<file path="src/rtl/core/bde_pkg.sv">
// Package for the button debounce block: sizes, event codes, register map,
// types shared by lanes, merge stage and top level. No dependencies.
package bde_pkg;

  localparam int NUM_BUTTONS = 5;
  localparam int RING_SLOTS  = 8;
  localparam int MASK_W      = 5;
  localparam int CODE_W      = 4;
  localparam int IDX_W       = (NUM_BUTTONS > 1) ? $clog2(NUM_BUTTONS) : 1;
  localparam int PTR_W       = $clog2(RING_SLOTS);
  localparam int ADDR_W      = 4;

  typedef logic [CODE_W-1:0] code_t;
  typedef logic [IDX_W-1:0]  idx_t;
  typedef logic [PTR_W-1:0]  ptr_t;

  localparam code_t EV_NONE        = CODE_W'(0);
  localparam code_t EV_MENU_SHORT  = CODE_W'(1);
  localparam code_t EV_MENU_LONG   = CODE_W'(2);
  localparam code_t EV_EXIT_SHORT  = CODE_W'(3);
  localparam code_t EV_EXIT_LONG   = CODE_W'(4);
  localparam code_t EV_CONF_SHORT  = CODE_W'(5);
  localparam code_t EV_CONF_LONG   = CODE_W'(6);
  localparam code_t EV_SCROLL_NEXT = CODE_W'(7);
  localparam code_t EV_SCROLL_PREV = CODE_W'(8);

  localparam logic [1:0] REG_DEBOUNCE = 2'd0;
  localparam logic [1:0] REG_HOLD     = 2'd1;
  localparam logic [1:0] REG_MASK     = 2'd2;

  localparam logic [15:0]       DEBOUNCE_RST = 16'd30;
  localparam logic [15:0]       HOLD_RST     = 16'd500;
  localparam logic [MASK_W-1:0] MASK_RST     = MASK_W'(7);

  typedef struct packed {
    logic [15:0]       settle_ms;
    logic [15:0]       hold_ms;
    logic [MASK_W-1:0] hold_capable_mask;
  } cfg_t;

  typedef struct packed {
    code_t [NUM_BUTTONS-1:0] codes;
    logic                    any_down;
  } lane_bus_t;

  function automatic code_t short_code(idx_t i);
    code_t c;
    unique case (32'(i))
      0:       c = EV_MENU_SHORT;
      1:       c = EV_EXIT_SHORT;
      2:       c = EV_CONF_SHORT;
      3:       c = EV_SCROLL_NEXT;
      4:       c = EV_SCROLL_PREV;
      default: c = EV_NONE;
    endcase
    return c;
  endfunction

  function automatic code_t long_code(idx_t i);
    code_t c;
    unique case (32'(i))
      0:       c = EV_MENU_LONG;
      1:       c = EV_EXIT_LONG;
      2:       c = EV_CONF_LONG;
      default: c = EV_NONE;
    endcase
    return c;
  endfunction

  function automatic ptr_t ptr_inc(ptr_t p);
    return (p == PTR_W'(RING_SLOTS - 1)) ? '0 : p + ptr_t'(1);
  endfunction

endpackage

</file>
<file path="src/rtl/core/bde_in_if.sv">
// Poll request channel: valid/ready plus raw levels and time.
// Depends on bde_pkg.
interface bde_in_if;
  import bde_pkg::*;

  logic                   valid;
  logic                   ready;
  logic [NUM_BUTTONS-1:0] button_levels;
  logic [31:0]            now_ms;

  modport source (output valid, button_levels, now_ms, input ready);
  modport sink (input valid, button_levels, now_ms, output ready);
  modport monitor (input valid, ready, button_levels, now_ms);
endinterface

</file>
<file path="src/rtl/core/bde_out_if.sv">
// Result channel: valid/ready plus popped event code and any-down flag.
// Depends on bde_pkg.
interface bde_out_if;
  import bde_pkg::*;

  logic        valid;
  logic        ready;
  code_t       event_code;
  logic        any_down;

  modport source (output valid, event_code, any_down, input ready);
  modport sink (input valid, event_code, any_down, output ready);
  modport monitor (input valid, ready, event_code, any_down);
endinterface

</file>
<file path="src/rtl/core/bde_lane.sv">
// One button lane: debounce, press timing and event detection.
// Depends on bde_pkg.
module bde_lane (
  input  logic          clk_i,
  input  logic          rst_ni,
  input  logic          en_i,
  input  bde_pkg::idx_t lane_idx_i,
  input  logic          raw_i,
  input  logic [31:0]   now_i,
  input  bde_pkg::cfg_t cfg_i,
  output bde_pkg::code_t code_o,
  output logic          stable_o
);
  import bde_pkg::*;

  logic        stable_q, stable_d;
  logic        last_raw_q;
  logic [31:0] lct_q, lct_d;
  logic [31:0] pst_q, pst_d;
  logic        ld_q, ld_d;
  logic        holdable;
  logic        acc_chg;
  logic [31:0] elapsed;
  logic [31:0] held;
  code_t       code;

  assign holdable = (32'(lane_idx_i) < MASK_W) &&
                    (((32'(cfg_i.hold_capable_mask) >> lane_idx_i) & 32'd1) != 32'd0);

  always_comb begin
    lct_d    = (raw_i != last_raw_q) ? now_i : lct_q;
    elapsed  = now_i - lct_d;
    acc_chg  = (elapsed > 32'(cfg_i.settle_ms)) && (stable_q != raw_i);
    stable_d = acc_chg ? raw_i : stable_q;
    pst_d    = pst_q;
    ld_d     = ld_q;
    code     = EV_NONE;
    if (acc_chg) begin
      if (!raw_i) begin
        pst_d = now_i;
        ld_d  = 1'b0;
        if (!holdable) begin
          code = short_code(lane_idx_i);
        end
      end else if (holdable && !ld_q) begin
        code = short_code(lane_idx_i);
      end
    end
    held = now_i - pst_d;
    // long event fires once per press, even when the button has no long code
    if (holdable && !stable_d && !ld_d && (held >= 32'(cfg_i.hold_ms))) begin
      ld_d = 1'b1;
      code = long_code(lane_idx_i);
    end
  end

  always_ff @(posedge clk_i or negedge rst_ni) begin
    if (!rst_ni) begin
      stable_q   <= 1'b1;
      last_raw_q <= 1'b1;
      lct_q      <= '0;
      pst_q      <= '0;
      ld_q       <= 1'b0;
    end else if (en_i) begin
      stable_q   <= stable_d;
      last_raw_q <= raw_i;
      lct_q      <= lct_d;
      pst_q      <= pst_d;
      ld_q       <= ld_d;
    end
  end

  assign code_o   = code;
  assign stable_o = stable_d;
endmodule

</file>
<file path="src/rtl/core/bde_merge.sv">
// Merge stage: queues lane events in index order into the event ring,
// pops at most one event per poll and holds the result register. Depends on bde_pkg.
module bde_merge (
  input  logic               clk_i,
  input  logic               rst_ni,
  input  logic               valid_i,
  input  bde_pkg::lane_bus_t bus_i,
  output logic               ready_o,
  bde_out_if.source          out_o
);
  import bde_pkg::*;

  code_t ring_q [RING_SLOTS];
  code_t ring_d [RING_SLOTS];
  ptr_t  head_q, head_d;
  ptr_t  tail_q, tail_d;
  ptr_t  cnt_q, cnt_d;
  logic  out_valid_q;
  code_t out_code_q, pop_code;
  logic  out_down_q;
  logic  fire;

  assign ready_o = !out_valid_q || out_o.ready;
  assign fire    = valid_i && ready_o;

  always_comb begin
    ring_d   = ring_q;
    tail_d   = tail_q;
    cnt_d    = cnt_q;
    head_d   = head_q;
    pop_code = EV_NONE;
    // drop events once the ring holds RING_SLOTS-1 unread entries
    for (int i = 0; i < NUM_BUTTONS; i++) begin
      if (bus_i.codes[i] != EV_NONE && cnt_d < PTR_W'(RING_SLOTS - 1)) begin
        ring_d[tail_d] = bus_i.codes[i];
        tail_d         = ptr_inc(tail_d);
        cnt_d          = cnt_d + ptr_t'(1);
      end
    end
    if (cnt_d != '0) begin
      pop_code = ring_d[head_q];
      head_d   = ptr_inc(head_q);
      cnt_d    = cnt_d - ptr_t'(1);
    end
  end

  always_ff @(posedge clk_i) begin
    if (fire) begin
      ring_q <= ring_d;
    end
  end

  always_ff @(posedge clk_i or negedge rst_ni) begin
    if (!rst_ni) begin
      head_q      <= '0;
      tail_q      <= '0;
      cnt_q       <= '0;
      out_valid_q <= 1'b0;
    end else begin
      if (fire) begin
        head_q <= head_d;
        tail_q <= tail_d;
        cnt_q  <= cnt_d;
      end
      if (ready_o) begin
        out_valid_q <= valid_i;
      end
    end
  end

  always_ff @(posedge clk_i) begin
    if (fire) begin
      out_code_q <= pop_code;
      out_down_q <= bus_i.any_down;
    end
  end

  assign out_o.valid      = out_valid_q;
  assign out_o.event_code = out_code_q;
  assign out_o.any_down   = out_down_q;
endmodule

</file>
<file path="src/rtl/core/button_debounce_press_events.sv">
// Top level of the button debounce block: config registers, button lanes,
// lane stage register and merge stage. Depends on bde_pkg, bde_in_if,
// bde_out_if, bde_lane and bde_merge.
//
//   channel  dir  handshake          payload
//   in_i     in   valid/ready        button_levels[4:0], now_ms[31:0]
//   out_o    out  valid/ready        event_code[3:0], any_down
//   apb      in   psel/penable/pwrite paddr[3:0], pwdata/prdata[31:0]
//
// One poll enters per cycle while in_i.ready is high; its result passes
// through the lane register, then the ring update and result register.
// Reset clears lanes, ring pointers and valid flags; ring slots are only
// read after a write, guarded by the occupancy count.
// A stalled result holds in the output register while the lane stage
// still takes one more request if it is empty.
module button_debounce_press_events (
  input  logic                       clk_i,
  input  logic                       rst_ni,
  bde_in_if.sink                     in_i,
  bde_out_if.source                  out_o,
  input  logic                       psel,
  input  logic                       penable,
  input  logic                       pwrite,
  input  logic [bde_pkg::ADDR_W-1:0] paddr,
  input  logic [31:0]                pwdata,
  output logic [31:0]                prdata,
  output logic                       pready
);
  import bde_pkg::*;

  cfg_t                   cfg_q;
  logic                   cfg_we;
  logic                   in_fire;
  logic                   merge_ready;
  logic                   valid_a_q;
  lane_bus_t              bus_q, bus_d;
  code_t [NUM_BUTTONS-1:0] lane_code;
  logic  [NUM_BUTTONS-1:0] lane_stable;

  assign pready = 1'b1;
  assign cfg_we = psel && penable && pwrite;

  always_ff @(posedge clk_i or negedge rst_ni) begin
    if (!rst_ni) begin
      cfg_q.settle_ms         <= DEBOUNCE_RST;
      cfg_q.hold_ms           <= HOLD_RST;
      cfg_q.hold_capable_mask <= MASK_RST;
    end else if (cfg_we) begin
      unique case (paddr[3:2])
        REG_DEBOUNCE: cfg_q.settle_ms         <= pwdata[15:0];
        REG_HOLD:     cfg_q.hold_ms           <= pwdata[15:0];
        REG_MASK:     cfg_q.hold_capable_mask <= pwdata[MASK_W-1:0];
        default: ;
      endcase
    end
  end

  always_comb begin
    unique case (paddr[3:2])
      REG_DEBOUNCE: prdata = 32'(cfg_q.settle_ms);
      REG_HOLD:     prdata = 32'(cfg_q.hold_ms);
      REG_MASK:     prdata = 32'(cfg_q.hold_capable_mask);
      default:      prdata = '0;
    endcase
  end

  assign in_i.ready = !valid_a_q || merge_ready;
  assign in_fire    = in_i.valid && in_i.ready;

  for (genvar g = 0; g < NUM_BUTTONS; g++) begin : g_lane
    bde_lane u_lane (
      .clk_i      (clk_i),
      .rst_ni     (rst_ni),
      .en_i       (in_fire),
      .lane_idx_i (IDX_W'(g)),
      .raw_i      (in_i.button_levels[g]),
      .now_i      (in_i.now_ms),
      .cfg_i      (cfg_q),
      .code_o     (lane_code[g]),
      .stable_o   (lane_stable[g])
    );
  end

  assign bus_d.codes    = lane_code;
  assign bus_d.any_down = ~&lane_stable;

  always_ff @(posedge clk_i or negedge rst_ni) begin
    if (!rst_ni) begin
      valid_a_q <= 1'b0;
    end else if (in_i.ready) begin
      valid_a_q <= in_i.valid;
    end
  end

  always_ff @(posedge clk_i) begin
    if (in_fire) begin
      bus_q <= bus_d;
    end
  end

  bde_merge u_merge (
    .clk_i   (clk_i),
    .rst_ni  (rst_ni),
    .valid_i (valid_a_q),
    .bus_i   (bus_q),
    .ready_o (merge_ready),
    .out_o   (out_o)
  );
endmodule

</file>
<file path="src/flat_wrapper.sv">
// flat-port wrapper written by rule: the top's interface ports become plain ports
module button_debounce_press_events_flat import bde_pkg::*;
  (clk_i, rst_ni, psel, penable, pwrite, paddr, pwdata, prdata, pready, in_i_valid, in_i_button_levels, in_i_now_ms, in_i_ready, out_o_valid, out_o_event_code, out_o_any_down, out_o_ready);
  bde_in_if in_i_i ();
  bde_out_if out_o_i ();
  input  logic clk_i;
  input  logic rst_ni;
  input  logic psel;
  input  logic penable;
  input  logic pwrite;
  input  logic [bde_pkg::ADDR_W-1:0] paddr;
  input  logic [31:0] pwdata;
  output logic [31:0] prdata;
  output logic pready;
  input wire logic [$bits(in_i_i.valid)-1:0] in_i_valid;
  input wire logic [$bits(in_i_i.button_levels)-1:0] in_i_button_levels;
  input wire logic [$bits(in_i_i.now_ms)-1:0] in_i_now_ms;
  output wire logic [$bits(in_i_i.ready)-1:0] in_i_ready;
  output wire logic [$bits(out_o_i.valid)-1:0] out_o_valid;
  output wire logic [$bits(out_o_i.event_code)-1:0] out_o_event_code;
  output wire logic [$bits(out_o_i.any_down)-1:0] out_o_any_down;
  input wire logic [$bits(out_o_i.ready)-1:0] out_o_ready;
  assign in_i_i.valid = in_i_valid;
  assign in_i_i.button_levels = in_i_button_levels;
  assign in_i_i.now_ms = in_i_now_ms;
  assign in_i_ready = in_i_i.ready;
  assign out_o_valid = out_o_i.valid;
  assign out_o_event_code = out_o_i.event_code;
  assign out_o_any_down = out_o_i.any_down;
  assign out_o_i.ready = out_o_ready;
  button_debounce_press_events u_core (.clk_i(clk_i), .rst_ni(rst_ni), .in_i(in_i_i), .out_o(out_o_i), .psel(psel), .penable(penable), .pwrite(pwrite), .paddr(paddr), .pwdata(pwdata), .prdata(prdata), .pready(pready));
endmodule
</file>
<file path="config.mk">
export PLATFORM = sky130hd
export DESIGN_NAME = button_debounce_press_events_flat
export DESIGN_NICKNAME = d
export VERILOG_FILES = /design/src/rtl/core/bde_pkg.sv /design/src/rtl/core/bde_in_if.sv /design/src/rtl/core/bde_out_if.sv /design/src/rtl/core/bde_lane.sv /design/src/rtl/core/bde_merge.sv /design/src/rtl/core/button_debounce_press_events.sv /design/src/flat_wrapper.sv
export SDC_FILE = /design/constraint.sdc
export NUM_CORES = 2
export LEC_CHECK = 0
export BUFFER_PORTS_ARGS = -buffer_cell sky130_fd_sc_hd__buf_2
export CORE_UTILIZATION = 36
export DETAILED_ROUTE_END_ITERATION = 8
export HOLD_SLACK_MARGIN = 0.05
export MAX_ROUTING_LAYER = met4
export SYNTH_ARGS = -nofsm -noshare
export SYNTH_HDL_FRONTEND = slang
export SYNTH_SLANG_ARGS = --single-unit
</file>
<file path="constraint.sdc">
create_clock -name clk_i -period 15.53 [get_ports clk_i]
set_input_delay 0.7765 -clock clk_i [delete_from_list [all_inputs] [get_ports clk_i]]
set_output_delay 0.7765 -clock clk_i [all_outputs]
set_load 0.05 [all_outputs]
</file>
==> impl_metrics.py <==
metrics = {
    "status": {
        "status": "finished, final reports clean",
    },
    "synthesis": {
        "synth_area_per_cell_sq_um": 8.367,
        "synth_cells": 5488,
        "yosys_warnings": 0,
        "synth_edf_count": 47,
        "ys_seq_area_share_pct": 24.01,
        "ys_ff_latch": 430,
        "synth-async-reset-ratio_pct": 89.07,
        "ys_types": 119,
        "synth_area_sq_um": 45920,
        "synthFlopType": "dfrtp_1",
    },
    "power": {
        "p_leak_uw": 0.02204,
        "ir_drop_mv": 0.1053,
        "p_clk_share_pct": 15.9,
        "combPwrFrac_pct": 62.9,
        "seq_power_share_pct": 21.1,
        "p_int_uw": 4626,
        "power_density_nw_per_um2": 175.3,
        "switching_share_pct": 47.00,
        "p_switching_uw": 4103,
    },
    "critical_path": {
        "cp_max_fo": 45,
        "crit_top_cell": "nor4_1",
        "timing.rr.start": "u_core.g_lane[3].u_lane.last_raw_q",
        "critPathMaxStageDelay_ns": 0.65,
        "rrSetupSlack_ns": 2.94,
        "cp_top_family": "compound AO/OA/AOI/OAI gates",
        "path_buf_inv": 3,
        "timing.rr.end": "u_core.g_lane[3].u_lane.ld_q",
        "cp.arrival_ns": 13.12,
        "cp-start-kind": "flop",
        "cp_num_cells": 48,
        "endpoint_kind": "flop",
        "r2r_cells": 48,
        "crit_type": "flop to flop",
        "cp.required_ns": 16.06,
        "cp_slowest_cell": "a211oi_1",
    },
    "final_layout": {
        "final_common_cell": "nand2_1",
        "n_fill_cell": 12850,
        "multiInputGateArea_sq_um": 33070,
        "layout_common_cells": "nand2_1 (511), ha_1 (421), a21oi_1 (409)",
        "nets": 5911,
        "drive_gt1_share_pct": 12.09,
        "regArea_sq_um": 11020,
        "area_growth_syn_to_layout_pct": 8.450,
    },
    "clock_tree": {
        "ctsResizeCount": 0,
        "cts_buffer_depth": 3,
        "clkSinkCount": 430,
        "hold_buffers": 0,
        "root_buffer": "clkbuf_16",
        "cts-buffers-inserted": 57,
        "clk_latency_ns": 0.69,
        "cts_tree": "built",
        "post_cts_buffers": 0,
        "clk_pin_slew_ns": 0.06,
        "h-tree-depth": 2,
    },
    "floorplan": {
        "dieArea_sq_um": 129000,
        "ios": 120,
        "start_util_pct": 36.42,
        "std_cell_rows": 130,
        "die_h_um": 359.1,
        "coreArea_sq_um": 126100,
        "dieWidth_um": 359.1,
    },
    "detailed_routing": {
        "wl_met3_um": 8352,
        "avgRoutedWirePerCell_um": 21.39,
        "ant_nets": 0,
        "top_layer_used": "met4",
        "vias_per_cell": 5.880,
        "drtIter0Drc": 3140,
        "route.layer.met1.wl_um": 70330,
        "wirelength_um": 152000,
        "wl_met2_um": 69520,
        "dr.pass1.iters": 6,
        "drc": 0,
        "vias": 41780,
    },
    "placement": {
        "dp_hpwl_um": 113000,
        "io_buffers": 84,
        "place_congestion": 0.9500,
    },
    "timing": {
        "drv_slew": 0,
        "hold-worst-slack_ns": 0.06792,
        "timing.final.crit_share_pct": 81.08,
        "timing_hold_violations_final": 0,
        "skew_ns": 0.04903,
        "fin_crit_ns": 12.59,
        "setup_viol_count_final": 0,
        "relSlewSlack_pct": 22.89,
        "rsz0062_at_grt": "no",
        "worstMarginPinSlew_ns": 1.154,
        "setup-tns-final_ns": 0,
        "fmax_mhz": 79.41,
    },
    "run": {
        "max-cap-violations": 0,
    },
    "global_route": {
        "gr-usage-all-layers_pct": 23.59,
        "grt_pass1_vias": 39170,
        "grt-ovfl-total": 0,
        "grt_max_degree": 134,
        "grt_pass1_wl_um": 234500,
        "grt_antenna_before_repair": 11,
    },
    "min_path": {
        "worstHoldPathType": "primary input to asynchronous set/reset pin",
    },
}
==> layer usage <==
metal  track usage [%]  vias to the layer above
li1                  -                    20160
met1             31.26                    20260
met2             38.13                     1146
met3             2.888                      217
met4             5.579                        0
met5                 -                        -
==> cell families after synthesis <==
logic type	synth area share, %
AOI/OAI and AO/OA	23.21
xor gates and xnor gates	5.123
adders and majority gates	13.11
buffers and inverters	4.333
DFF	24.01
muxes	12.92
other	0.01636
and+or+nand+nor	17.28
==> registers in the layout, indices dropped and copies added (netlist names) <==
name	cells
u_core.g_lane.u_lane.stable_q	5
u_core.u_merge.out_o.valid	1
u_core.u_merge.head_q	3
u_core.valid_a_q	1
u_core.u_merge.cnt_q	3
u_core.cfg_q	37
u_core.bus_q	10
u_core.u_merge.out_o.any_down	1
u_core.g_lane.u_lane.lct_q	160
u_core.g_lane.u_lane.ld_q	5
u_core.u_merge.ring_q	32
u_core.u_merge.out_o.event_code	4
u_core.g_lane.u_lane.pst_q	160
u_core.u_merge.tail_q	3
u_core.g_lane.u_lane.last_raw_q	5
==> area by class of cell <==
class                   instances  share of cell area (%)
diodes                          4                 0.02010
clock buffers                  71                   3.113
clock inverters                35                  0.7865
inverters                     172                   1.297
multi-input cells            4581                   66.42
flip-flops and latches        430                   22.14
well taps                    1650                   4.146
repair buffers                163                   2.080
==> power by group through the flow <==
stage                     Combinational [uW]  Clock (uW)  Sequential, uW
after detailed placement                5400           0            1860
final                                   5490        1390            1850
after floorplan                         4160           0            1760
after global placement                  5320           0            1840
after CTS                               5430        1430            1840
after global routing                    6080        1470            1890
==> worst reg2reg max path: cells and delay by family, from the launching register on <==
| family | cells | cell delay (ns) |
|---|---|---|
| compound gates | 21 | 5.39 |
| xor+xnor | 3 | 0.42 |
| mux | 1 | 0.35 |
| fa+ha+maj | 4 | 1.06 |
| buf+inv | 3 | 0.81 |
| flops | 1 | 0.58 |
| simple gates | 16 | 3.81 |
==> how the worst max path moves through the flow <==
stage	startpoint	endpoint	slack [ns]
finish	u_core.g_lane[3].u_lane.last_raw_q	u_core.g_lane[3].u_lane.ld_q	2.94
CTS	u_core.g_lane[3].u_lane.last_raw_q	u_core.g_lane[3].u_lane.ld_q	3.03
global placement	in_i_button_levels[3]	u_core.g_lane[3].u_lane.ld_q	2.64
global route	u_core.g_lane[3].u_lane.last_raw_q	u_core.g_lane[3].u_lane.ld_q	2.08
floorplan	in_i_button_levels[3]	u_core.g_lane[3].u_lane.ld_q	3.44
detailed placement	in_i_button_levels[3]	u_core.g_lane[3].u_lane.ld_q	2.59
==> synthesized netlist by cell type, types with 32 or more instances <==
cell type | count | area [sq um]
a211oi_1 | 45 | 337.8
a21o_1 | 217 | 1629
a21oi_1 | 409 | 2047
a31oi_1 | 55 | 344.1
and2_1 | 39 | 244.0
and3_1 | 53 | 331.6
clkbuf_1 | 238 | 893.4
dfrtp_1 | 360 | 9009
edfxtp_1 | 47 | 1411
ha_1 | 421 | 5268
inv_1 | 167 | 626.9
maj3_1 | 64 | 640.6
mux2_2 | 268 | 3018
mux2i_1 | 273 | 2733
nand2_1 | 514 | 1929
nand2b_1 | 110 | 688.2
nand3_1 | 118 | 590.6
nand4_1 | 75 | 469.2
nor2_1 | 383 | 1438
nor2b_1 | 79 | 494.2
nor3_1 | 89 | 445.4
o211ai_1 | 55 | 412.9
o21a_1 | 56 | 420.4
o21ai_0 | 378 | 1892
o21bai_1 | 43 | 322.8
o22ai_1 | 33 | 206.5
o31ai_1 | 32 | 240.2
xnor2_1 | 152 | 1331
xor2_1 | 111 | 972.2
==> stage by stage <==
stage               util [%]  setup WS (ns)  power [uW]  area [sq um]  cells
floorplan                  -          3.443        5926         45970   5503
global placement       37.95          2.638        7163         47840   6996
detailed placement     37.95          2.592        7256         47840   6996
CTS                    39.49          3.032        8699         49790   7102
global route           39.50          2.075        9448         49800   7106
finish                 39.50          2.938        8729         49800   7106
Power figures use the tool's default switching activity.
